==> src/fsz_pkg.sv <==
// ----------------------------------------------------------------------------
// fsz_pkg
// Shared constants, types and helper functions for the frame shift block.
// ----------------------------------------------------------------------------
package fsz_pkg;

    localparam int MAX_WIDTH   = 1024;
    localparam int MAX_HEIGHT  = 1024;
    localparam int MAX_SHIFT   = 8;
    localparam int STORE_DEPTH = 32768;

    // fixed field widths of the configuration registers and the pixel
    localparam int CFG_SIZE_W  = 11;
    localparam int CFG_SHIFT_W = 5;
    localparam int CFG_DATA_W  = 11;
    localparam int CFG_INDEX_W = 2;
    localparam int CH_W        = 8;
    localparam int PIX_W       = 4 * CH_W;

    // derived widths
    localparam int COL_W   = $clog2(MAX_WIDTH);
    localparam int ROW_W   = $clog2(MAX_HEIGHT);
    localparam int WID_W   = $clog2(MAX_WIDTH + 1);
    localparam int HGT_W   = $clog2(MAX_HEIGHT + 1);
    localparam int SHIFT_W = $clog2(MAX_SHIFT + 1) + 1;
    localparam int DELAY_W = $clog2(MAX_SHIFT * (MAX_WIDTH + 1) + 1);
    localparam int BACK_W  = $clog2(2 * MAX_SHIFT * (MAX_WIDTH + 1) + 1);
    localparam int ADDR_W  = $clog2(STORE_DEPTH);
    localparam int PROD_W  = SHIFT_W + WID_W + 1;

    // output queue
    localparam int FIFO_DEPTH = 4;
    localparam int FIFO_PTR_W = $clog2(FIFO_DEPTH);
    localparam int FIFO_CNT_W = $clog2(FIFO_DEPTH + 1);

    // register indexes
    localparam logic [CFG_INDEX_W-1:0] REG_FRAME_WIDTH  = CFG_INDEX_W'(0);
    localparam logic [CFG_INDEX_W-1:0] REG_FRAME_HEIGHT = CFG_INDEX_W'(1);
    localparam logic [CFG_INDEX_W-1:0] REG_X_SHIFT      = CFG_INDEX_W'(2);
    localparam logic [CFG_INDEX_W-1:0] REG_Y_SHIFT      = CFG_INDEX_W'(3);

    // reset configuration
    localparam int RST_WIDTH  = 720;
    localparam int RST_HEIGHT = 480;
    localparam int RST_DELAY  = MAX_SHIFT * (RST_WIDTH + 1);
    localparam int RST_BACK   = RST_DELAY;

    typedef struct packed {
        logic [WID_W-1:0]          width;
        logic [HGT_W-1:0]          height;
        logic signed [SHIFT_W-1:0] x_shift;
        logic signed [SHIFT_W-1:0] y_shift;
        logic [DELAY_W-1:0]        delay;
        logic [BACK_W-1:0]         back;
    } cfg_t;

    typedef struct packed {
        logic             last;
        logic [PIX_W-1:0] pix;
    } res_t;

    function automatic logic [WID_W-1:0] clamp_width(input logic [CFG_SIZE_W-1:0] raw);
        int v;
        v = int'(raw);
        if (v < 1)
            v = 1;
        else if (v > MAX_WIDTH)
            v = MAX_WIDTH;
        return WID_W'(v);
    endfunction

    function automatic logic [HGT_W-1:0] clamp_height(input logic [CFG_SIZE_W-1:0] raw);
        int v;
        v = int'(raw);
        if (v < 1)
            v = 1;
        else if (v > MAX_HEIGHT)
            v = MAX_HEIGHT;
        return HGT_W'(v);
    endfunction

    function automatic logic signed [SHIFT_W-1:0] clamp_shift(
        input logic [CFG_SHIFT_W-1:0] raw
    );
        int v;
        v = int'($signed(raw));
        if (v > MAX_SHIFT)
            v = MAX_SHIFT;
        else if (v < -MAX_SHIFT)
            v = -MAX_SHIFT;
        return SHIFT_W'(v);
    endfunction

endpackage

==> src/fsz_cfg.sv <==
// ----------------------------------------------------------------------------
// fsz_cfg
// Configuration registers with clamping and precomputed delay and read offset.
// ----------------------------------------------------------------------------
module fsz_cfg (
    input  logic                             clk,
    input  logic                             rst_n,
    input  logic                             cfg_wr_en,
    input  logic [fsz_pkg::CFG_INDEX_W-1:0]  cfg_index,
    input  logic [fsz_pkg::CFG_DATA_W-1:0]   cfg_data,
    output fsz_pkg::cfg_t                    cfg,
    output logic                             restart
);

    fsz_pkg::cfg_t cfg_reg;
    fsz_pkg::cfg_t cfg_next;

    logic [fsz_pkg::WID_W-1:0]          w_sel;
    logic [fsz_pkg::HGT_W-1:0]          h_sel;
    logic signed [fsz_pkg::SHIFT_W-1:0] xs_sel;
    logic signed [fsz_pkg::SHIFT_W-1:0] ys_sel;
    logic [fsz_pkg::SHIFT_W:0]          row_mult;
    logic [fsz_pkg::PROD_W-1:0]         prod;
    logic [fsz_pkg::BACK_W-1:0]         xs_ext;

    always_comb
    begin
        w_sel   = cfg_reg.width;
        h_sel   = cfg_reg.height;
        xs_sel  = cfg_reg.x_shift;
        ys_sel  = cfg_reg.y_shift;
        restart = 1'b0;
        if (cfg_wr_en)
        begin
            case (cfg_index)
                fsz_pkg::REG_FRAME_WIDTH:
                begin
                    w_sel   = fsz_pkg::clamp_width(cfg_data[fsz_pkg::CFG_SIZE_W-1:0]);
                    restart = 1'b1;
                end
                fsz_pkg::REG_FRAME_HEIGHT:
                begin
                    h_sel   = fsz_pkg::clamp_height(cfg_data[fsz_pkg::CFG_SIZE_W-1:0]);
                    restart = 1'b1;
                end
                fsz_pkg::REG_X_SHIFT:
                begin
                    xs_sel  = fsz_pkg::clamp_shift(cfg_data[fsz_pkg::CFG_SHIFT_W-1:0]);
                    restart = 1'b1;
                end
                fsz_pkg::REG_Y_SHIFT:
                begin
                    ys_sel  = fsz_pkg::clamp_shift(cfg_data[fsz_pkg::CFG_SHIFT_W-1:0]);
                    restart = 1'b1;
                end
                default:
                begin
                    restart = 1'b0;
                end
            endcase
        end

        // read offset = (MAX_SHIFT + ys) * w + MAX_SHIFT + xs, never negative
        row_mult = (fsz_pkg::SHIFT_W+1)'(fsz_pkg::MAX_SHIFT)
                 + {ys_sel[fsz_pkg::SHIFT_W-1], ys_sel};
        prod     = fsz_pkg::PROD_W'(row_mult) * fsz_pkg::PROD_W'(w_sel);
        xs_ext   = fsz_pkg::BACK_W'(xs_sel);

        cfg_next.width   = w_sel;
        cfg_next.height  = h_sel;
        cfg_next.x_shift = xs_sel;
        cfg_next.y_shift = ys_sel;
        cfg_next.delay   = fsz_pkg::DELAY_W'(fsz_pkg::MAX_SHIFT * (int'(w_sel) + 1));
        cfg_next.back    = fsz_pkg::BACK_W'(prod) + fsz_pkg::BACK_W'(fsz_pkg::MAX_SHIFT)
                         + xs_ext;
    end

    always_ff @(posedge clk or negedge rst_n)
    begin
        if (!rst_n)
        begin
            cfg_reg.width   <= fsz_pkg::WID_W'(fsz_pkg::RST_WIDTH);
            cfg_reg.height  <= fsz_pkg::HGT_W'(fsz_pkg::RST_HEIGHT);
            cfg_reg.x_shift <= '0;
            cfg_reg.y_shift <= '0;
            cfg_reg.delay   <= fsz_pkg::DELAY_W'(fsz_pkg::RST_DELAY);
            cfg_reg.back    <= fsz_pkg::BACK_W'(fsz_pkg::RST_BACK);
        end
        else
        begin
            cfg_reg <= cfg_next;
        end
    end

    assign cfg = cfg_reg;

endmodule

==> config.mk <==
export PLATFORM = sky130hd
export DESIGN_NAME = fsz_cfg
export DESIGN_NICKNAME = d
export VERILOG_FILES = /design/src/fsz_pkg.sv /design/src/fsz_cfg.sv
export SDC_FILE = /design/constraint.sdc
export NUM_CORES = 1
export LEC_CHECK = 0
export BUFFER_PORTS_ARGS = -buffer_cell sky130_fd_sc_hd__buf_4
export CAP_MARGIN = 20
export CORE_ASPECT_RATIO = 2
export CORE_MARGIN = 1.5
export CORE_UTILIZATION = 45
export CTS_CLUSTER_DIAMETER = 80
export DETAILED_ROUTE_END_ITERATION = 16
export PLACE_DENSITY = 0.66
export SYNTH_ARGS = -nofsm -noshare
export SYNTH_HDL_FRONTEND = slang
export SYNTH_SLANG_ARGS = --single-unit
==> constraint.sdc <==
create_clock -name clk -period 8.7 [get_ports clk]
set_clock_uncertainty 0.15 [all_clocks]
set_input_delay 2.175 -clock clk [delete_from_list [all_inputs] [get_ports clk]]
set_output_delay 2.175 -clock clk [all_outputs]
set_load 0.02 [all_outputs]
After elaboration in Yosys (flattened, before gate mapping)
Cells that the tools add are included.
{"block": "totals", "reg_bits": 58}
{"block": "op_classes", "eq_ne": 3, "multipliers": 1, "muxes": 12, "n_reduce_logical": 3, "order_cmp": 4, "addsub": 4}
{"op": "11-bit two-way mux", "count": 4}
{"op": "5-bit two-way mux", "count": 6}
{"op": "15-bit adder", "count": 1}
{"op": "15-bit by 4-bit adder with 15-bit output (second input constant)", "count": 1}
{"op": "6-bit by 11-bit multiplier with 15-bit output", "count": 1}
{"op": "11-bit by 1-bit adder with 11-bit output (second input constant)", "count": 1}
{"op": "11-bit greater-than comparator (second input constant)", "count": 1}
{"op": "11-bit by 1-bit less-than comparator with 1-bit output (second input constant)", "count": 1}
{"op": "5-bit by 5-bit adder with 6-bit output (first input constant)", "count": 1}
{"op": "5-bit greater-than comparator (second input constant)", "count": 1}
{"op": "5-bit by 4-bit less-than comparator with 1-bit output (second input constant)", "count": 1}
{"op": "2-bit equality test (second input constant)", "count": 2}
{"op": "4-bit OR reduction", "count": 1}
{"op": "2-bit by 1-bit equality test with 1-bit output (second input constant)", "count": 1}
{"op": "2-bit logical NOT", "count": 1}
{"op": "1-bit two-way mux", "count": 2}
{"op": "2-bit AND reduction", "count": 1}

Logic depth before layout (Yosys ltp)
Gate-level depths: netlist of run 1.
{"block": "depth", "word_depth": 9, "ltp_mapped": 22}

Least setup slack after synthesis of run 1
Ideal clock, no wire load.
{"block": "synth_path", "path_kind": "input to register", "startpoint": "in cfg_index[1] (netlist bit)", "endpoint": "reg cfg_reg, in the netlist cfg[13]", "slack_ps": 1470, "path_stages": 19, "t_required_ps": 8470, "arrival_ps": 7000, "path_cell_list": "or3b_4 -> buf_6 -> clkbuf_1 -> o21ai_1 -> nand2_1 -> fa_1 -> inv_1 -> fa_1 -> fa_1 -> inv_1 -> fa_1 -> inv_1 -> ha_1 -> o21a_1 -> o21a_1 -> a2111oi_0 -> o21ai_0 -> a21oi_1 -> xnor2_1"}
{"element": "from (decl)", "line_no": "fsz_cfg.sv:9", "rtl": "input logic [fsz_pkg::CFG_INDEX_W-1:0] cfg_index,"}
{"element": "to (signal assigned)", "line_no": "fsz_cfg.sv:91", "rtl": "cfg_reg <= cfg_next;"}
{"element": "to (decl)", "line_no": "fsz_cfg.sv:15", "rtl": "fsz_pkg::cfg_t cfg_reg;"}

==> impl_metrics.json, run 1 <==
{
  "drc": 0,
  "io_buffer_count": 74,
  "async_flop_share_pct": 100,
  "synth_edf_count": 0,
  "fp.dieW_um": 74.6,
  "timing.critical_path.to_type": "register",
  "netlist_top_cells_area": "dfrtp_1 22%, fa_1 21%, dfstp_2 10%, ha_1 9.5%, inv_1 7.2%",
  "dieArea_mm2": 0.0109,
  "root_buffer": "clkbuf_16",
  "min_path_type": "reg2reg",
  "die_y_um": 146,
  "dp_hpwl_um": 8530,
  "fin_crit_sh_pct": 91.8,
  "final-hold-violation-count": 0,
  "initial_core_util_pct": 46.1,
  "path_class": "in2reg",
  "power.density_mw_per_mm2": 285,
  "cp_max_fo": 5,
  "peakVddDrop_uv": 159,
  "vias": 3430,
  "slew_headroom_pct": 39.2,
  "ctsResizeCount": 0,
  "pin_count": 78,
  "cts.htree.levels": 3,
  "drive_above_1_share_pct": 20.9,
  "place_inst": 673,
  "synth_common_cells": "89 x inv_1, 58 x nand2_1, 49 x fa_1, 40 x dfrtp_1, 40 x nor2_1",
  "period_minus_slack_ns": 7.99,
  "grt.total_usage_pct": 21.6,
  "routabilityCongestion": 0.893,
  "drt_pass1_iterations": 4,
  "wire_per_inst_um": 15.3,
  "cellLeakagePower_nw": 2.84,
  "setup_viol": 0,
  "drv_cap": 0,
  "status": "finished, final reports clean",
  "post_cts_buffers": 0,
  "synth_cell_types": 45,
  "grt-ovfl-total": 0,
  "wl_um": 10500,
  "grt_setup_unrepaired": "false",
  "ys_ff_latch": 58,
  "diodes": 0,
  "yosysMostFrequentCell": "inv_1",
  "tightest_slew_ns": 0.889,
  "final_area_mm2": 0.00559,
  "start_kind": "input port",
  "yosysWarningCount": 0,
  "synth_top_area_cell": "dfrtp_1",
  "ctsHoldBuffers": 0,
  "arrival_ns": 8.08,
  "grt_pass1_vias": 3749,
  "power_w": 0.00159,
  "worstSkewPairLatency_ns": 0.33,
  "syn_area_per_cell_um2": 9.76,
  "cts_made_buffers": 9,
  "layout.cells.non_filler": 689,
  "antenna_found_initial": 0,
  "clock.fmax_ghz": 0.125,
  "cts.sinks": 58,
  "ys_seq_area_share_pct": 31.9,
  "drtAntennaViolNets": 0,
  "ys.flop_type": "dfrtp_1",
  "area_delta_synth_final_pct": 21.0,
  "netlist_area_mm2": 0.00461,
  "rows": 52,
  "cts_tree": "done",
  "netlist.area_leader.share_pct": 21.7,
  "grt_max_degree": 59,
  "grt_pass1_wl_um": 17800,
  "clk_path_buf_depth": 2,
  "final_nets": 649,
  "drt_first_iter_violations": 175,
  "largest_reg_flops": 58,
  "rrSetupSlack_ns": 2.86,
  "path_clk_slew_ns": 0.05,
  "required_ns": 8.80,
  "dpl_cell_area_mm2": 0.00529,
  "netlist_instances": 473,
  "fin_tns_setup_ns": 0,
  "slew_violations": 0,
  "viasPerCell": 4.98,
  "core_mm2": 0.0100
}
## worst max-delay path: stages
cell       delay [ns]
buf_4            0.12
nor4_1           0.35
nand3_1          0.11
o21ai_0          0.47
nand2_1          0.15
o21a_1           0.24
inv_1            0.14
nand2b_1         0.10
fa_1             0.49
fa_1             0.56
inv_1            0.07
fa_1             0.54
inv_1            0.06
fa_1             0.54
inv_1            0.05
ha_1             0.34
nand2_1          0.10
o211ai_1         0.13
a2111oi_0        0.83
o21ai_0          0.17
a21oi_1          0.21
xnor2_1          0.14
## final cells by class
| cell class | count | area (um2) |
|---|---|---|
| Fill cell | 935 | 4430 |
| Multi-Input combinational cell | 316 | 2750 |
| Timing Repair Buffer | 75 | 563 |
| Clock buffer | 13 | 260 |
| Clock inverter | 3 | 40.0 |
| Sequential cell | 58 | 1470 |
| Tap cell | 135 | 169 |
| Inverter | 89 | 334 |
## cells in the final DEF (no fill, tap or decap), types with 8 or more instances in the layout
cell type / instances
and2_1: 8
buf_4: 75
clkbuf_16: 9
dfrtp_1: 40
dfstp_2: 18
fa_1: 49
ha_1: 35
inv_1: 89
nand2_1: 58
nand2b_1: 11
nor2_1: 40
o21a_1: 17
o21ai_0: 20
xnor2_1: 20
## cells by family after synthesis
group | Yosys count | synth area share (%)
AO/OA/AOI/OAI | 62 | 9.38
XOR/XNOR | 24 | 4.56
adder cells (fa/ha/maj) | 84 | 30.7
buffers and inverters | 101 | 8.73
flip-flops | 58 | 31.9
multiplexers | 4 | 0.922
other | 1 | 0.0813
AND/OR/NAND/NOR | 139 | 13.6
## metrics by stage
| step | worst slack, ns | util (%) | hold slack, ns |
|---|---|---|---|
| after floorplan | 1.47 | - | 0.360 |
| after global placement | 0.643 | 52.7 | 0.314 |
| after detailed placement | 0.541 | 52.7 | 0.321 |
| after CTS | 0.882 | 55.7 | 0.331 |
| after global routing | 0.383 | 55.7 | 0.358 |
| final | 0.715 | 55.7 | 0.325 |
## final timing paths
kind,from,end,cells past startpoint
min in group asynchronous,rst_n,cfg[6],1
max reg2reg,cfg[32],cfg[13],19
max,cfg_data[6],cfg[13],22
max in group asynchronous,rst_n,cfg[48],1
min,cfg[41],cfg[41],2
min reg2reg,cfg[41],cfg[41],2
## report_power, final
part           switching (W)  internal, W
logic               0.000494     0.000362
registers          0.0000265     0.000354
clock network       0.000120     0.000236
## metal layers
| metal | wire (um) | GRT usage (%) | part of all wire, % | up-vias |
|---|---|---|---|---|
| met5 | 0 | 0 | 0 | - |
| met3 | 401 | 3.31 | 3.8 | 28 |
| met4 | 446 | 10.9 | 4.2 | 0 |
| li1 | - | - | - | 1624 |
| met1 | 3620 | 22.7 | 34 | 1674 |
| met2 | 6070 | 39.6 | 58 | 104 |
Power figures use the tool's default switching activity.
==> run 2, diff against run 1 <==
ABC_AREA = 1   (was not set)
==> run 2 against run 1 <==
  * Flip-flop and latch count did not move
  * Sequential power up 7.9%
  * Register-to-register slack improved by 0.48 ns
  * Setup slack improved by 0.57 ns
  * Die area up 4.4%
  * Maximum frequency is 7.7% higher
  * Synthesized cell count grew 16%
  * Global-route usage rose by 1.7 points
  * Critical path type unchanged
  * Combinational power rose by 95%
  * Clock-buffer cell count fell by 2
  * Critical path depth did not move
==> impl_metrics.json, run 2 <==
{
  "status": "finished, final reports clean",
  "final_nets": 726,
  "initial_core_util_pct": 46.0,
  "cts.sinks": 58,
  "tightest_slew_ns": 0.806,
  "ys.flop_type": "dfrtp_1",
  "dpl_cell_area_mm2": 0.00549,
  "fin_tns_setup_ns": 0,
  "setup_viol": 0,
  "drv_cap": 0,
  "dp_hpwl_um": 9810,
  "antenna_found_initial": 0,
  "arrival_ns": 7.53,
  "grt_max_degree": 59,
  "final_area_mm2": 0.00579,
  "clock.fmax_ghz": 0.135,
  "syn_area_per_cell_um2": 8.82,
  "worst_path_most_repeated_cell": "inv_1",
  "grt_setup_unrepaired": "false",
  "dieArea_mm2": 0.0114,
  "netlist.area_leader.share_pct": 20.8,
  "drt_first_iter_violations": 180,
  "drive_above_1_share_pct": 22.5,
  "fin_util_pct": 55.2,
  "netlist_instances": 547,
  "vias": 3798,
  "io_buffer_count": 74,
  "layout_commonest_cell": "nand2_1",
  "viasPerCell": 4.95,
  "critPathSlowestCell": "fa_1",
  "globalRouteMet3Util_pct": 3.61,
  "drc": 0,
  "timing.critical_path.to_type": "register",
  "period_minus_slack_ns": 7.41,
  "required_ns": 8.81,
  "ys_seq_area_share_pct": 30.6,
  "peakVddDrop_uv": 353,
  "synth.area.mux_share_pct": 0,
  "nFillCells": 984,
  "synth_cell_types": 39,
  "cellLeakagePower_nw": 3.07,
  "critPathBufInv": 7,
  "rows": 53,
  "slew_violations": 0,
  "yosysMostFrequentCell": "nand2_1",
  "power.density_mw_per_mm2": 418,
  "post_cts_buffers": 0,
  "synth_xor_xnor_area_share_pct": 2.91,
  "use_met1_pct": 22.1,
  "ys_ff_latch": 58,
  "yosysWarningCount": 0,
  "final_cell_mix": "119 x nand2_1, 108 x inv_1, 74 x buf_4, 56 x nor2_1, 49 x fa_1",
  "grt.total_usage_pct": 23.3,
  "async_flop_share_pct": 100,
  "root_buffer": "clkbuf_16",
  "holdWs_ns": 0.315,
  "min_path_type": "reg2reg",
  "path_delay_family": "adder cells",
  "synth-compound-area-share_pct": 6.25,
  "synth_top_area_cell": "dfrtp_1",
  "slew_headroom_pct": 45.7,
  "wire_per_inst_um": 15.7,
  "synth-simple-area-share_pct": 20.6,
  "synth_common_cells": "119 x nand2_1, 108 x inv_1, 56 x nor2_1, 49 x fa_1, 40 x dfrtp_1",
  "cts.htree.levels": 3,
  "path_clk_slew_ns": 0.06,
  "clk_path_buf_depth": 2,
  "fin_crit_sh_pct": 85.2,
  "largest_reg_flops": 58,
  "cts_tree": "done",
  "drt_pass1_iterations": 4,
  "routabilityCongestion": 0.943,
  "grt_pass1_vias": 4135,
  "grt-ovfl-total": 0,
  "netlist_top_cells_area": "dfrtp_1 21%, fa_1 20%, dfstp_2 9.8%, nand2_1 9.3%, ha_1 9.1%",
  "ctsResizeCount": 0,
  "pin_count": 78,
  "wl_um": 12000,
  "ctsHoldBuffers": 0,
  "synth_edf_count": 0,
  "grt_pass1_wl_um": 20200,
  "fp.dieW_um": 76.2,
  "top_usage_layer": "met2",
  "core_mm2": 0.0105,
  "cts_made_buffers": 9,
  "netlist_area_mm2": 0.00482,
  "grtUsageMet2_pct": 45.2,
  "cpPeakStageDelay_ns": 0.55,
  "drtAntennaViolNets": 0,
  "area_delta_synth_final_pct": 20.0,
  "synth_top_family_by_area": "adder cells",
  "worstSkewPairLatency_ns": 0.33,
  "final-hold-violation-count": 0,
  "path_class": "in2reg",
  "start_kind": "input port",
  "die_y_um": 149,
  "synth_fa_ha_area_share_pct": 29.4,
  "cp_max_fo": 8,
  "diodes": 0,
  "cp_cell_sequence": "buf_4 -> inv_1 -> nor3_4 -> inv_1 -> o21ai_0 -> ha_1 -> inv_1 -> nand2_1 -> fa_1 -> fa_1 -> inv_1 -> fa_1 -> inv_1 -> fa_1 -> inv_1 -> ha_1 -> nand2_1 -> o21ai_0 -> nand4_1 -> nand2_1 -> a21oi_1 -> xnor2_1"
}
run 2: kinds of logic after synthesis:
| family | Yosys count |
|---|---|
| adders and majority gates | 84 |
| DFF | 58 |
| and+or+nand+nor | 224 |
| other | 1 |
| xor gates and xnor gates | 16 |
| buffers and inverters | 122 |
| AOI/OAI and AO/OA | 42 |
run 2: layout make-up:
type	instances	area, um2	share of cell area [%]
repair buffers	74	556	9.60
inverters	114	428	7.40
flip-flops and latches	58	1470	25.5
clock buffers	11	253	4.37
well taps	137	171	2.96
multi-input cells	369	2870	49.5
clock inverters	5	38.8	0.670
run 2: metrics by stage:
stage / setup slack, ns / power [W] / instances
after floorplan: 1.69 / 0.00164 / 549
after global placement: 1.12 / 0.00206 / 752
after detailed placement: 1.01 / 0.00208 / 752
after CTS: 1.33 / 0.00244 / 768
after global routing: 0.948 / 0.00268 / 768
final: 1.29 / 0.00242 / 768
run 2: path summary, 6_finish.rpt:
| path | cells after the start | to | slack [ns] | from |
|---|---|---|---|---|
| worst max-delay path | 22 | cfg[12] | 1.29 | cfg_wr_en |
| worst min-delay path | 2 | cfg[41] | 0.32 | cfg[41] |
| worst max register to register | 19 | cfg[12] | 3.34 | cfg[32] |
| worst min register to register | 2 | cfg[41] | 0.32 | cfg[41] |
| max in group asynchronous | 1 | cfg[28] | 6.16 | rst_n |
| min in group asynchronous | 1 | cfg[1] | 1.75 | rst_n |
run 2: power by group:
group,internal (W),switching [W],leakage (nW)
Clock,0.000208,0.000130,0.130
Combinational,0.000648,0.00102,2.26
Sequential,0.000381,0.0000297,0.674
Total,0.00124,0.00118,3.07
run 2: layer usage:
metal  routed length (um)  vias up  part of all wire [%]
met5                    0        -                     0
met1                 3960     1843                    33
met4                  733        0                   6.1
met3                  360       38                   3.0
met2                 6990      109                    58
li1                     -     1808                     -
run 2: worst reg2reg max path, delay by kind of cell (launching register included):
family	cells	cell delay (ns)
compound gates	3	0.67
xor+xnor	1	0.14
fa+ha+maj	6	2.82
buf+inv	4	0.34
flops	1	0.38
simple gates	5	0.81
