--- src/fsz_pkg.sv ---
// ----------------------------------------------------------------------------
// fsz_pkg
// Shared constants, types and helper functions for the frame shift block.
// ----------------------------------------------------------------------------
package fsz_pkg;

    localparam int MAX_WIDTH   = 1024;
    localparam int MAX_HEIGHT  = 1024;
    localparam int MAX_SHIFT   = 8;
    localparam int STORE_DEPTH = 32768;

    // fixed field widths of the configuration registers and the pixel
    localparam int CFG_SIZE_W  = 11;
    localparam int CFG_SHIFT_W = 5;
    localparam int CFG_DATA_W  = 11;
    localparam int CFG_INDEX_W = 2;
    localparam int CH_W        = 8;
    localparam int PIX_W       = 4 * CH_W;

    // derived widths
    localparam int COL_W   = $clog2(MAX_WIDTH);
    localparam int ROW_W   = $clog2(MAX_HEIGHT);
    localparam int WID_W   = $clog2(MAX_WIDTH + 1);
    localparam int HGT_W   = $clog2(MAX_HEIGHT + 1);
    localparam int SHIFT_W = $clog2(MAX_SHIFT + 1) + 1;
    localparam int DELAY_W = $clog2(MAX_SHIFT * (MAX_WIDTH + 1) + 1);
    localparam int BACK_W  = $clog2(2 * MAX_SHIFT * (MAX_WIDTH + 1) + 1);
    localparam int ADDR_W  = $clog2(STORE_DEPTH);
    localparam int PROD_W  = SHIFT_W + WID_W + 1;

    // output queue
    localparam int FIFO_DEPTH = 4;
    localparam int FIFO_PTR_W = $clog2(FIFO_DEPTH);
    localparam int FIFO_CNT_W = $clog2(FIFO_DEPTH + 1);

    // register indexes
    localparam logic [CFG_INDEX_W-1:0] REG_FRAME_WIDTH  = CFG_INDEX_W'(0);
    localparam logic [CFG_INDEX_W-1:0] REG_FRAME_HEIGHT = CFG_INDEX_W'(1);
    localparam logic [CFG_INDEX_W-1:0] REG_X_SHIFT      = CFG_INDEX_W'(2);
    localparam logic [CFG_INDEX_W-1:0] REG_Y_SHIFT      = CFG_INDEX_W'(3);

    // reset configuration
    localparam int RST_WIDTH  = 720;
    localparam int RST_HEIGHT = 480;
    localparam int RST_DELAY  = MAX_SHIFT * (RST_WIDTH + 1);
    localparam int RST_BACK   = RST_DELAY;

    typedef struct packed {
        logic [WID_W-1:0]          width;
        logic [HGT_W-1:0]          height;
        logic signed [SHIFT_W-1:0] x_shift;
        logic signed [SHIFT_W-1:0] y_shift;
        logic [DELAY_W-1:0]        delay;
        logic [BACK_W-1:0]         back;
    } cfg_t;

    typedef struct packed {
        logic             last;
        logic [PIX_W-1:0] pix;
    } res_t;

    function automatic logic [WID_W-1:0] clamp_width(input logic [CFG_SIZE_W-1:0] raw);
        int v;
        v = int'(raw);
        if (v < 1)
            v = 1;
        else if (v > MAX_WIDTH)
            v = MAX_WIDTH;
        return WID_W'(v);
    endfunction

    function automatic logic [HGT_W-1:0] clamp_height(input logic [CFG_SIZE_W-1:0] raw);
        int v;
        v = int'(raw);
        if (v < 1)
            v = 1;
        else if (v > MAX_HEIGHT)
            v = MAX_HEIGHT;
        return HGT_W'(v);
    endfunction

    function automatic logic signed [SHIFT_W-1:0] clamp_shift(
        input logic [CFG_SHIFT_W-1:0] raw
    );
        int v;
        v = int'($signed(raw));
        if (v > MAX_SHIFT)
            v = MAX_SHIFT;
        else if (v < -MAX_SHIFT)
            v = -MAX_SHIFT;
        return SHIFT_W'(v);
    endfunction

endpackage

--- src/fsz_fifo.sv ---
// ----------------------------------------------------------------------------
// fsz_fifo
// Small output queue that absorbs results while the receiver stalls.
// ----------------------------------------------------------------------------
module fsz_fifo (
    input  logic                            clk,
    input  logic                            rst_n,
    input  logic                            push,
    input  fsz_pkg::res_t                   push_data,
    input  logic                            pop,
    output logic                            out_valid,
    output fsz_pkg::res_t                   out_data,
    output logic [fsz_pkg::FIFO_CNT_W-1:0]  count
);

    fsz_pkg::res_t entry_mem [fsz_pkg::FIFO_DEPTH];

    logic [fsz_pkg::FIFO_PTR_W-1:0] wr_ptr_reg;
    logic [fsz_pkg::FIFO_PTR_W-1:0] rd_ptr_reg;
    logic [fsz_pkg::FIFO_CNT_W-1:0] cnt_reg;
    logic                           do_pop;

    assign do_pop = pop && (cnt_reg != '0);

    always_ff @(posedge clk or negedge rst_n)
    begin
        if (!rst_n)
        begin
            wr_ptr_reg <= '0;
            rd_ptr_reg <= '0;
            cnt_reg    <= '0;
        end
        else
        begin
            if (push)
            begin
                wr_ptr_reg <= wr_ptr_reg + fsz_pkg::FIFO_PTR_W'(1);
            end
            if (do_pop)
            begin
                rd_ptr_reg <= rd_ptr_reg + fsz_pkg::FIFO_PTR_W'(1);
            end
            if (push && !do_pop)
            begin
                cnt_reg <= cnt_reg + fsz_pkg::FIFO_CNT_W'(1);
            end
            else if (!push && do_pop)
            begin
                cnt_reg <= cnt_reg - fsz_pkg::FIFO_CNT_W'(1);
            end
        end
    end

    always_ff @(posedge clk)
    begin
        if (push)
        begin
            entry_mem[wr_ptr_reg] <= push_data;
        end
    end

    assign out_valid = (cnt_reg != '0);
    assign out_data  = entry_mem[rd_ptr_reg];
    assign count     = cnt_reg;

endmodule

--- config.mk ---
export PLATFORM = sky130hd
export DESIGN_NAME = fsz_fifo
export DESIGN_NICKNAME = d
export VERILOG_FILES = /design/src/fsz_pkg.sv /design/src/fsz_fifo.sv
export SDC_FILE = /design/constraint.sdc
export NUM_CORES = 1
export LEC_CHECK = 0
export BUFFER_PORTS_ARGS = -buffer_cell sky130_fd_sc_hd__clkbuf_2
export CAP_MARGIN = 20
export CORE_MARGIN = 2
export CORE_UTILIZATION = 40
export DETAILED_ROUTE_END_ITERATION = 8
export SLEW_MARGIN = 25
export SYNTH_ARGS = -nofsm -noshare
export SYNTH_HDL_FRONTEND = slang
export SYNTH_SLANG_ARGS = --single-unit
--- constraint.sdc ---
create_clock -name clk -period 2.1 [get_ports clk]
set_input_delay 0.42 -clock clk [delete_from_list [all_inputs] [get_ports clk]]
set_output_delay 0.42 -clock clk [all_outputs]
set_load 0.005 [all_outputs]
# Word-level counts from Yosys, hierarchy flattened
# Memory sizes are Yosys's and may differ from the RTL's.
# Index checks and enable logic that the tools add are counted.
# Widths: inputs -> output; s select.
# op_classes
bitwise	0
shift	0
magnitude_cmp	0
n_mul	0
n_addsub	4
n_mux	4
eq_ne	0
div	0
reduce_logical	7
# op_table
operator	n
$mux 3	2
$add 2x1->2 const B	2
$add 3x1->3 const B	1
$logic_and 1x1->1	3
$reduce_bool 3->1	1
$sub 3x1->3 const B	1
$logic_not 1->1	2
$mux 1	2
$reduce_bool 2->1	1
# word_totals
ramBits	132
regBits	7
latchBits	0
romBits	0
memories	1
# mem_list
memory	depth	word_bits	rd	rd_clocked_by_memory_dff	wr	line_no	source
entry_mem	4	33	1	0	1	fsz_fifo.sv:16	fsz_pkg::res_t entry_mem [fsz_pkg::FIFO_DEPTH];

# Depth between registers and ports, before layout
# Gate-level depths: netlist of run 1.
# depth
depth_word	5
ltp_mapped	8
depth_no_buf	8

# Worst setup path after synthesis of run 1
# OpenSTA, ideal clock, no wires.
# synth_timing
path_kind	flip-flop to flip-flop
startpoint	register cnt_reg, in the netlist count[0]
endpoint	register cnt_reg, in the netlist count[2]
n_path_buf	0
path_stages_with_launch	9
arrival_ns	1.949
setup_slack_ns	0.071
cell_sequence	dfrtp_1 or3_1 nand2_1 ha_1 inv_1 fa_1 xor2_1 nor2_1 xor2_1
# synth_between
elab_chain_cells	5
elab_cells_between_ends	10
cone_classes	2 x add/sub; 2 x mux; 6 x reduce/logical
# synth_rtl
item	line_no	source
start: declaration	fsz_fifo.sv:20	logic [fsz_pkg::FIFO_CNT_W-1:0] cnt_reg;
start signal: assignment	fsz_fifo.sv:45	cnt_reg <= cnt_reg + fsz_pkg::FIFO_CNT_W'(1);
start signal: assignment	fsz_fifo.sv:49	cnt_reg <= cnt_reg - fsz_pkg::FIFO_CNT_W'(1);
$reduce_bool 3->1 *	--	
named net out_valid	fsz_fifo.sv:11	output logic out_valid,
$logic_and 1x1->1 *	fsz_fifo.sv:23	assign do_pop = pop && (cnt_reg != '0);
$logic_not 1->1	fsz_fifo.sv:43	if (push && !do_pop)
$logic_and 1x1->1	fsz_fifo.sv:43	
$mux 3 / $reduce_bool 2->1 (equally long branches)	--	
# Mark *: on every way through the listed nets, which the timed path passes. The rest lies on a longest branch. The select of a mux whose other input is x is not followed.
# A chain may end at the register's enable or synchronous reset.

==> results.py, run 1 <==
metrics = {
    "placement": {
        "placedCellCount": 451,
        "placed_area_um2": 5850,
        "io_buffers": 73,
        "hpwl_um": 5090,
        "dp_slack_ns": 0.0396,
        "gp_congestion": 0.699,
    },
    "clock_tree": {
        "clkTransAtPathRegs_ns": 0.06,
        "cts_buffers": 17,
        "cts.sinks": 139,
        "cts_tree": "built",
        "clk_latency_ns": 0.41,
        "root_buffer": "clkbuf_16",
        "cts.path.max_buffers": 2,
        "htree_levels": 4,
    },
    "timing": {
        "period_needed_ns": 2.14,
        "setup_slack_ns": -0.0397,
        "setup-violations-final": 28,
        "hold_viol": 0,
        "timing.fmax_ghz": 0.467,
        "slew_violations": 0,
        "tightestPinTransition_ns": 0.223,
        "fin_skew_ns": 0.00254,
        "min_period_over_period": 1.02,
        "slew-limit-headroom": 0.851,
        "rsz0062_at_grt": "yes",
    },
    "yosys": {
        "synth_area_leaders": "edfxtp_1, mux4_2, dfrtp_1",
        "ys.flop_type": "edfxtp_1",
        "synthArstFlopShare": 0.0504,
        "syn_nets": 249,
        "yosys.area.top_type_share": 0.762,
        "syn_avg_cell_area_um2": 25.3,
        "synth_edf_count": 132,
        "synth.ff_latch_count": 139,
        "yosysWarnings": 0,
        "ys_types": 19,
        "netlist_instances": 206,
        "ys_seq_area_frac": 0.796,
        "syn_area_um2": 5200,
        "yosysTopAreaCell": "edfxtp_1",
    },
    "power": {
        "power.leakage_uw": 0.00234,
        "worst_ir_drop_vdd_uv": 815,
        "power_density_nw_per_um2": 1440,
        "power_uw": 9460,
    },
    "global_routing": {
        "grt_max_degree": 34,
        "grt_usage": 0.135,
        "grt_pass1_vias": 2506,
        "overflow": 0,
        "grt_pass1_wl_um": 13800,
        "antenna_found_initial": 0,
    },
    "setup_path": {
        "crit_fanout": 17,
        "cp.arrival_ns": 1.72,
        "crit_type": "flip-flop to output pin",
        "end_kind": "output pin",
        "cp.required_ns": 1.68,
        "cp-start-kind": "flip-flop",
    },
    "finish": {
        "layout_commonest_cell": "edfxtp_1",
        "multi_input_area_um2": 970,
        "largest_reg_flops": 132,
        "final_cell_mix": "edfxtp_1, clkbuf_2, mux4_2",
        "antenna_cells": 0,
        "fillers": 1030,
        "final_nets": 349,
        "top_register": "entry_mem",
        "drive_above_1_share": 0.486,
        "syn_to_final_growth_pct": 26.0,
        "design_area_um2": 6560,
        "fin_cells": 491,
        "regArea_um2": 4140,
    },
    "detailed_routing": {
        "drc": 0,
        "antenna_left": 0,
        "vias": 2352,
        "routed_wirelength_um": 8660,
        "firstDrtPassIters": 4,
        "first_iter_violations": 145,
        "routedWlPerCell_um": 17.6,
        "viasPerCell": 4.79,
    },
    "floorplanning": {
        "die_area_um2": 13900,
        "rows": 41,
        "coreArea_um2": 12700,
        "die_w_um": 118,
        "initial_core_util": 0.411,
        "die_y_um": 118,
        "ios": 74,
    },
    "job": {
        "maxCapViolations": 0,
    },
    "status": {
        "status": "finished with violations",
        "violations": "setup timing",
    },
    "worst_hold_path": {
        "hold_class": "input port to flip-flop",
    },
}
-- cell type report --
type | count | share of cell area
repair buffers | 89 | 0.0935
inverters | 3 | 0.00172
well taps | 172 | 0.0328
multi-input cells | 56 | 0.148
flip-flops and latches | 139 | 0.632
clock inverters | 14 | 0.0271
clock buffers | 18 | 0.0654
-- cell families after synthesis --
family                   share of synthesized area
flip-flops                                   0.796
XOR/XNOR                                    0.0101
AO/OA/AOI/OAI                             0.000961
multiplexers                                 0.149
AND/OR/NAND/NOR                            0.00914
buffers and inverters                       0.0197
adder cells (fa/ha/maj)                     0.0159
-- through the flow --
step / hold WS [ns] / utilization / setup TNS, ns
global route: 0.209 / 0.518 / -3.10
detailed placement: 0.269 / 0.461 / 0
CTS: 0.209 / 0.514 / -1.58
global placement: 0.266 / 0.461 / 0
finish: 0.227 / 0.518 / -0.575
floorplan: 0.124 / - / 0
-- cells in the mapped netlist, types with 2 or more instances --
library cell,number
and2_1,4
buf_12,3
buf_2,4
dfrtp_1,7
edfxtp_1,132
ha_1,5
inv_1,3
mux4_1,5
mux4_2,28
nand2_1,2
xnor2_1,3
xor2_1,3
-- repair_timing --
item | in CTS | in global routing
hold buffers | 1 | 0
setup buffers | 4 | 3
endpoints found under the setup margin | 31 | 33
endpoints found under the hold margin | 7 | 0
gates cloned | 0 | 0
gates resized for setup | 1 | 2
-- path summary, 6_finish.rpt --
| kind | startpoint | to | slack, ns | cells past startpoint |
|---|---|---|---|---|
| min | push_data[30] | entry_mem[2][30] | 0.23 | 1 |
| min in group asynchronous | rst_n | count[0] | 0.38 | 2 |
| max | rd_ptr_reg[0] | out_data[18] | -0.04 | 3 |
| min reg2reg | rd_ptr_reg[1] | rd_ptr_reg[1] | 0.50 | 1 |
| max in group asynchronous | rst_n | rd_ptr_reg[1] | 1.54 | 2 |
| max reg2reg | count[0] | count[2] | 0.10 | 8 |
-- power by group --
group / total, uW / internal, uW / switching [uW]
clock: 3020 / 1970 / 1050
combinational: 2640 / 1440 / 1200
sequential: 3800 / 3640 / 157
-- worst max-delay path, cell delays in order, from the launching register on --
cell and delay, ns:
dfrtp_2 0.43, buf_12 0.20, mux4_2 0.54, clkbuf_2 0.13
-- metal layers --
layer | GRT usage | vias to the layer above | part of all wire
met5 | 0 | - | 0
met4 | 0.0587 | 0 | 0.014
met3 | 0.0509 | 11 | 0.053
met2 | 0.208 | 62 | 0.49
met1 | 0.173 | 1204 | 0.44
li1 | - | 1075 | -
(Power assumes the default switching activity.)
==> run 2: changes to the inputs <==
==> constraint.sdc (replaced) <==
create_clock -name clk -period 2.47 [get_ports clk]
set_input_delay 0.494 -clock clk [delete_from_list [all_inputs] [get_ports clk]]
set_output_delay 0.494 -clock clk [all_outputs]
set_load 0.005 [all_outputs]
==> run 2 against run 1 <==
The run now ends clean. Register-to-register slack better by 0.26 ns. Sequential power is 15% lower. Clock-buffer cell count did not move. Clock skew grew 0.0016 ns. Global-route usage is 0.088 points lower. Critical path depth did not move. Combinational power is 25% lower. Cell area down 3.2%. Via count down 1.5%. Critical path type unchanged. Critical endpoint unchanged.
==> results.py, run 2 (synthesis results as in run 1) <==
metrics = {
    "power": {
        "power_density_nw_per_um2": 1180,
        "power.leakage_uw": 0.00226,
        "p_comb_frac": 0.265,
        "p_clk_frac": 0.305,
        "worst_ir_drop_vdd_uv": 570,
        "p_sw_uw": 1940,
        "switching_share": 0.259,
        "seqPwrFrac": 0.431,
        "internal-power_uw": 5550,
    },
    "timing": {
        "tightestPinTransition_ns": 0.342,
        "period_needed_ns": 2.30,
        "fin_skew_ns": 0.00413,
        "slew_violations": 0,
        "slew-limit-headroom": 0.772,
        "setup_slack_ns": 0.170,
        "holdWs_ns": 0.304,
        "min_period_over_period": 0.931,
        "rsz0062_at_grt": "no",
        "timing.fmax_ghz": 0.435,
        "setup_tns_ns": 0,
        "setup-violations-final": 0,
        "hold_viol": 0,
    },
    "floorplanning": {
        "die_w_um": 118,
        "rows": 41,
        "coreArea_um2": 12700,
        "initial_core_util": 0.411,
        "ios": 74,
        "die_y_um": 118,
        "die_area_um2": 13900,
    },
    "finish": {
        "largest_reg_flops": 132,
        "fin_util": 0.501,
        "design_area_um2": 6350,
        "layout_commonest_cell": "edfxtp_1",
        "final_nets": 344,
        "syn_to_final_growth_pct": 22.1,
        "final_cell_mix": "edfxtp_1, clkbuf_2, mux4_2",
        "multi_input_area_um2": 966,
        "antenna_cells": 0,
        "regArea_um2": 4140,
        "top_register": "entry_mem",
        "fillers": 1029,
        "drive_above_1_share": 0.458,
    },
    "global_routing": {
        "overflow": 0,
        "grt_usage": 0.135,
        "grt_max_degree": 34,
        "grt_pass1_vias": 2529,
        "grt_pass1_wl_um": 13800,
        "antenna_found_initial": 1,
    },
    "detailed_routing": {
        "drc": 0,
        "routed_wirelength_um": 8640,
        "viasPerCell": 4.79,
        "firstDrtPassIters": 4,
        "first_iter_violations": 148,
        "routedWlPerCell_um": 17.8,
        "antenna_left": 0,
        "vias": 2316,
    },
    "clock_tree": {
        "root_buffer": "clkbuf_16",
        "cts.path.max_buffers": 2,
        "cts_tree": "built",
        "htree_levels": 4,
        "clk_latency_ns": 0.40,
        "postCtsSetupRepairBufs": 0,
        "clkTransAtPathRegs_ns": 0.05,
        "cts_buffers": 17,
        "cts.sinks": 139,
    },
    "placement": {
        "gp_congestion": 0.681,
        "placed_area_um2": 5800,
        "dp_slack_ns": 0.361,
        "hpwl_um": 5530,
        "io_buffers": 73,
    },
    "job": {
        "maxCapViolations": 0,
    },
    "setup_path": {
        "crit_fanout": 17,
        "crit_type": "flip-flop to output pin",
        "cp.required_ns": 1.98,
        "cp.arrival_ns": 1.81,
        "cp-start-kind": "flip-flop",
        "reg2reg_depth": 8,
        "end_kind": "output pin",
        "ff2ff_setup_slack_ns": 0.36,
    },
    "worst_hold_path": {
        "hold_path_depth": 1,
        "hold_class": "input port to flip-flop",
    },
    "status": {
        "status": "completed",
    },
}
[run 2: critical path, cell delays in order, from the launching register on]
cell      delay, ns
dfrtp_2        0.36
buf_4          0.33
mux4_2         0.57
clkbuf_2       0.14
[run 2: timing repair]
action	CTS	global route
endpoints found under the hold margin	7	0
gates resized for setup	0	1
hold buffers	1	0
setup endpoints to repair	0	2
[run 2: power groups by stage]
stage | Combinational (uW) | Sequential (uW) | Clock, uW
floorplan | 1340 | 3240 | 0
global placement | 2030 | 3250 | 0
detailed placement | 2050 | 3280 | 0
CTS | 2060 | 3240 | 2340
global route | 2190 | 3270 | 2450
finish | 1980 | 3230 | 2280
[run 2: final cells by class]
| class | count | share of cell area |
|---|---|---|
| Tap cell | 172 | 0.0339 |
| Multi-Input combinational cell | 56 | 0.152 |
| Clock buffer | 18 | 0.0676 |
| Clock inverter | 12 | 0.0169 |
| Timing Repair Buffer | 84 | 0.0755 |
| Inverter | 3 | 0.00177 |
| Sequential cell | 139 | 0.652 |
[run 2: worst paths after layout]
kind	from	to
worst max-delay path	rd_ptr_reg[0]	out_data[18]
worst min-delay path	push_data[14]	entry_mem[1][14]
worst max register to register	count[0]	count[2]
worst min register to register	count[2]	count[2]
max in group asynchronous	rst_n	rd_ptr_reg[1]
min in group asynchronous	rst_n	count[0]
[run 2: metrics by stage]
stage / power [uW] / std cells
global route: 7920 / 484
floorplan: 4580 / 206
finish: 7500 / 484
detailed placement: 5330 / 453
CTS: 7630 / 484
global placement: 5290 / 453
[run 2: per-layer routing]
| layer | track usage | share of wire | up-vias |
|---|---|---|---|
| met5 | 0 | 0 | - |
| met4 | 0.0610 | 0.015 | 0 |
| met3 | 0.0547 | 0.059 | 12 |
| met2 | 0.211 | 0.50 | 56 |
| met1 | 0.164 | 0.43 | 1190 |
| li1 | - | - | 1058 |
==> run 3: changes to the inputs <==
==> constraint.sdc (replaced) <==
create_clock -name clk -period 2.47 [get_ports clk]
set_input_delay 0.1235 -clock clk [delete_from_list [all_inputs] [get_ports clk]]
set_output_delay 0.1235 -clock clk [all_outputs]
set_load 0.005 [all_outputs]
==> run 3 against run 2 <==
Power up 3.1%. Flip-flop and latch count unchanged. Sequential power up 3%.
==> results.py, run 3 (synthesis results as in run 1) <==
metrics = {
    "job": {
        "maxCapViolations": 0,
    },
    "detailed_routing": {
        "antenna_left": 0,
        "wl_met3_um": 494,
        "firstDrtPassIters": 4,
        "highest_layer": "met4",
        "vias": 2454,
        "viasPerCell": 4.72,
        "met1_length_um": 3990,
        "first_iter_violations": 153,
        "drc": 0,
        "routed_wirelength_um": 9050,
        "routedWlPerCell_um": 17.4,
        "met2_length_um": 4500,
    },
    "floorplanning": {
        "die_w_um": 118,
        "rows": 41,
        "die_area_um2": 13900,
        "initial_core_util": 0.411,
        "die_y_um": 118,
        "ios": 74,
        "coreArea_um2": 12700,
    },
    "global_routing": {
        "antenna_found_initial": 0,
        "grt_usage": 0.140,
        "grt_pass1_vias": 2684,
        "grt_pass1_wl_um": 14400,
        "overflow": 0,
        "grt_max_degree": 34,
    },
    "setup_path": {
        "reg2reg_depth": 8,
        "ff2ff_setup_slack_ns": 0.37,
        "end_kind": "output pin",
        "cp.required_ns": 2.35,
        "crit_type": "flip-flop to output pin",
        "reg2reg_from": "count[0]",
        "cp-start-kind": "flip-flop",
        "r2r_end": "count[2]",
        "cp.arrival_ns": 2.00,
        "crit_fanout": 13,
    },
    "status": {
        "status": "completed",
    },
    "timing": {
        "tightestPinTransition_ns": 0.517,
        "hold_viol": 0,
        "slew-limit-headroom": 0.655,
        "rsz0062_at_grt": "no",
        "slew_violations": 0,
        "setup-violations-final": 0,
        "setup_tns_ns": 0,
        "fin_skew_ns": 0.00357,
        "timing.fmax_ghz": 0.471,
        "period_needed_ns": 2.12,
        "min_period_over_period": 0.860,
        "holdWs_ns": 0.0877,
    },
    "clock_tree": {
        "htree_levels": 4,
        "cts_buffers": 17,
        "clkTransAtPathRegs_ns": 0.06,
        "cts.path.max_buffers": 2,
        "root_buffer": "clkbuf_16",
        "cts_tree": "built",
        "cts_resized": 0,
        "clk_latency_ns": 0.40,
        "cts.sinks": 139,
    },
    "power": {
        "power.leakage_uw": 0.00241,
        "power_uw": 7730,
        "power_density_nw_per_um2": 1140,
        "worst_ir_drop_vdd_uv": 521,
    },
    "finish": {
        "syn_to_final_growth_pct": 29.8,
        "drive_above_1_share": 0.420,
        "final_nets": 378,
        "layout_commonest_cell": "edfxtp_1",
        "design_area_um2": 6750,
        "antenna_cells": 0,
        "largest_reg_flops": 132,
        "fin_util": 0.533,
        "fillers": 1015,
        "final_cell_mix": "edfxtp_1, clkbuf_2, dlygate4sd3_1",
        "top_register": "entry_mem",
    },
    "placement": {
        "io_buffers": 73,
        "hpwl_um": 5390,
        "placed_area_um2": 5820,
        "gp_congestion": 0.701,
    },
    "worst_hold_path": {
        "hold_class": "input port to asynchronous set/reset pin",
    },
}
-- run 3: worst max-delay path by stage --
stage / from / end / slack (ns) / depth (start not counted)
after CTS: rd_ptr_reg[0] / out_data[25] / 0.27 / 3
after detailed placement: count[0] / count[2] / 0.38 / 8
after floorplan: count[0] / count[2] / 0.44 / 8
after global routing: rd_ptr_reg[0] / out_data[32] / 0.21 / 3
after global placement: count[0] / count[2] / 0.41 / 8
final: rd_ptr_reg[0] / out_data[25] / 0.35 / 3
-- run 3: critical path, cell delays in order (launching register included) --
cell,delay [ns]
dfrtp_2,0.65
buf_12,0.23
mux4_1,0.58
clkbuf_2,0.13
-- run 3: what timing repair did --
action,4_1_cts,5_1_grt
setup endpoints to repair,0,0
buffers inserted,0,0
hold buffers,36,0
hold endpoints to repair,142,0
-- run 3: layout make-up --
| type | instances | area [um2] | area share |
|---|---|---|---|
| sequential | 139 | 4140 | 0.613 |
| inverter | 3 | 11.3 | 0.00167 |
| clock inverter | 14 | 146 | 0.0217 |
| tap | 172 | 215 | 0.0319 |
| clock buffer | 18 | 429 | 0.0636 |
| timing repair buffer | 118 | 843 | 0.125 |
| multi-input combinational | 56 | 966 | 0.143 |
-- run 3: metrics by stage --
step	cells	setup WS (ns)
detailed placement	452	0.377
CTS	520	0.274
finish	520	0.347
global route	520	0.205
global placement	452	0.407
floorplan	206	0.441
-- run 3: layer usage --
layer,up-vias,GRT usage
met4,0,0.0452
li1,1129,-
met3,6,0.0533
met1,1258,0.176
met2,61,0.225
met5,-,0
-- run 3: power breakdown --
| group | switching (uW) | total [uW] | internal [uW] |
|---|---|---|---|
| sequential | 246 | 3340 | 3100 |
| clock | 934 | 2420 | 1490 |
| combinational | 890 | 1970 | 1080 |
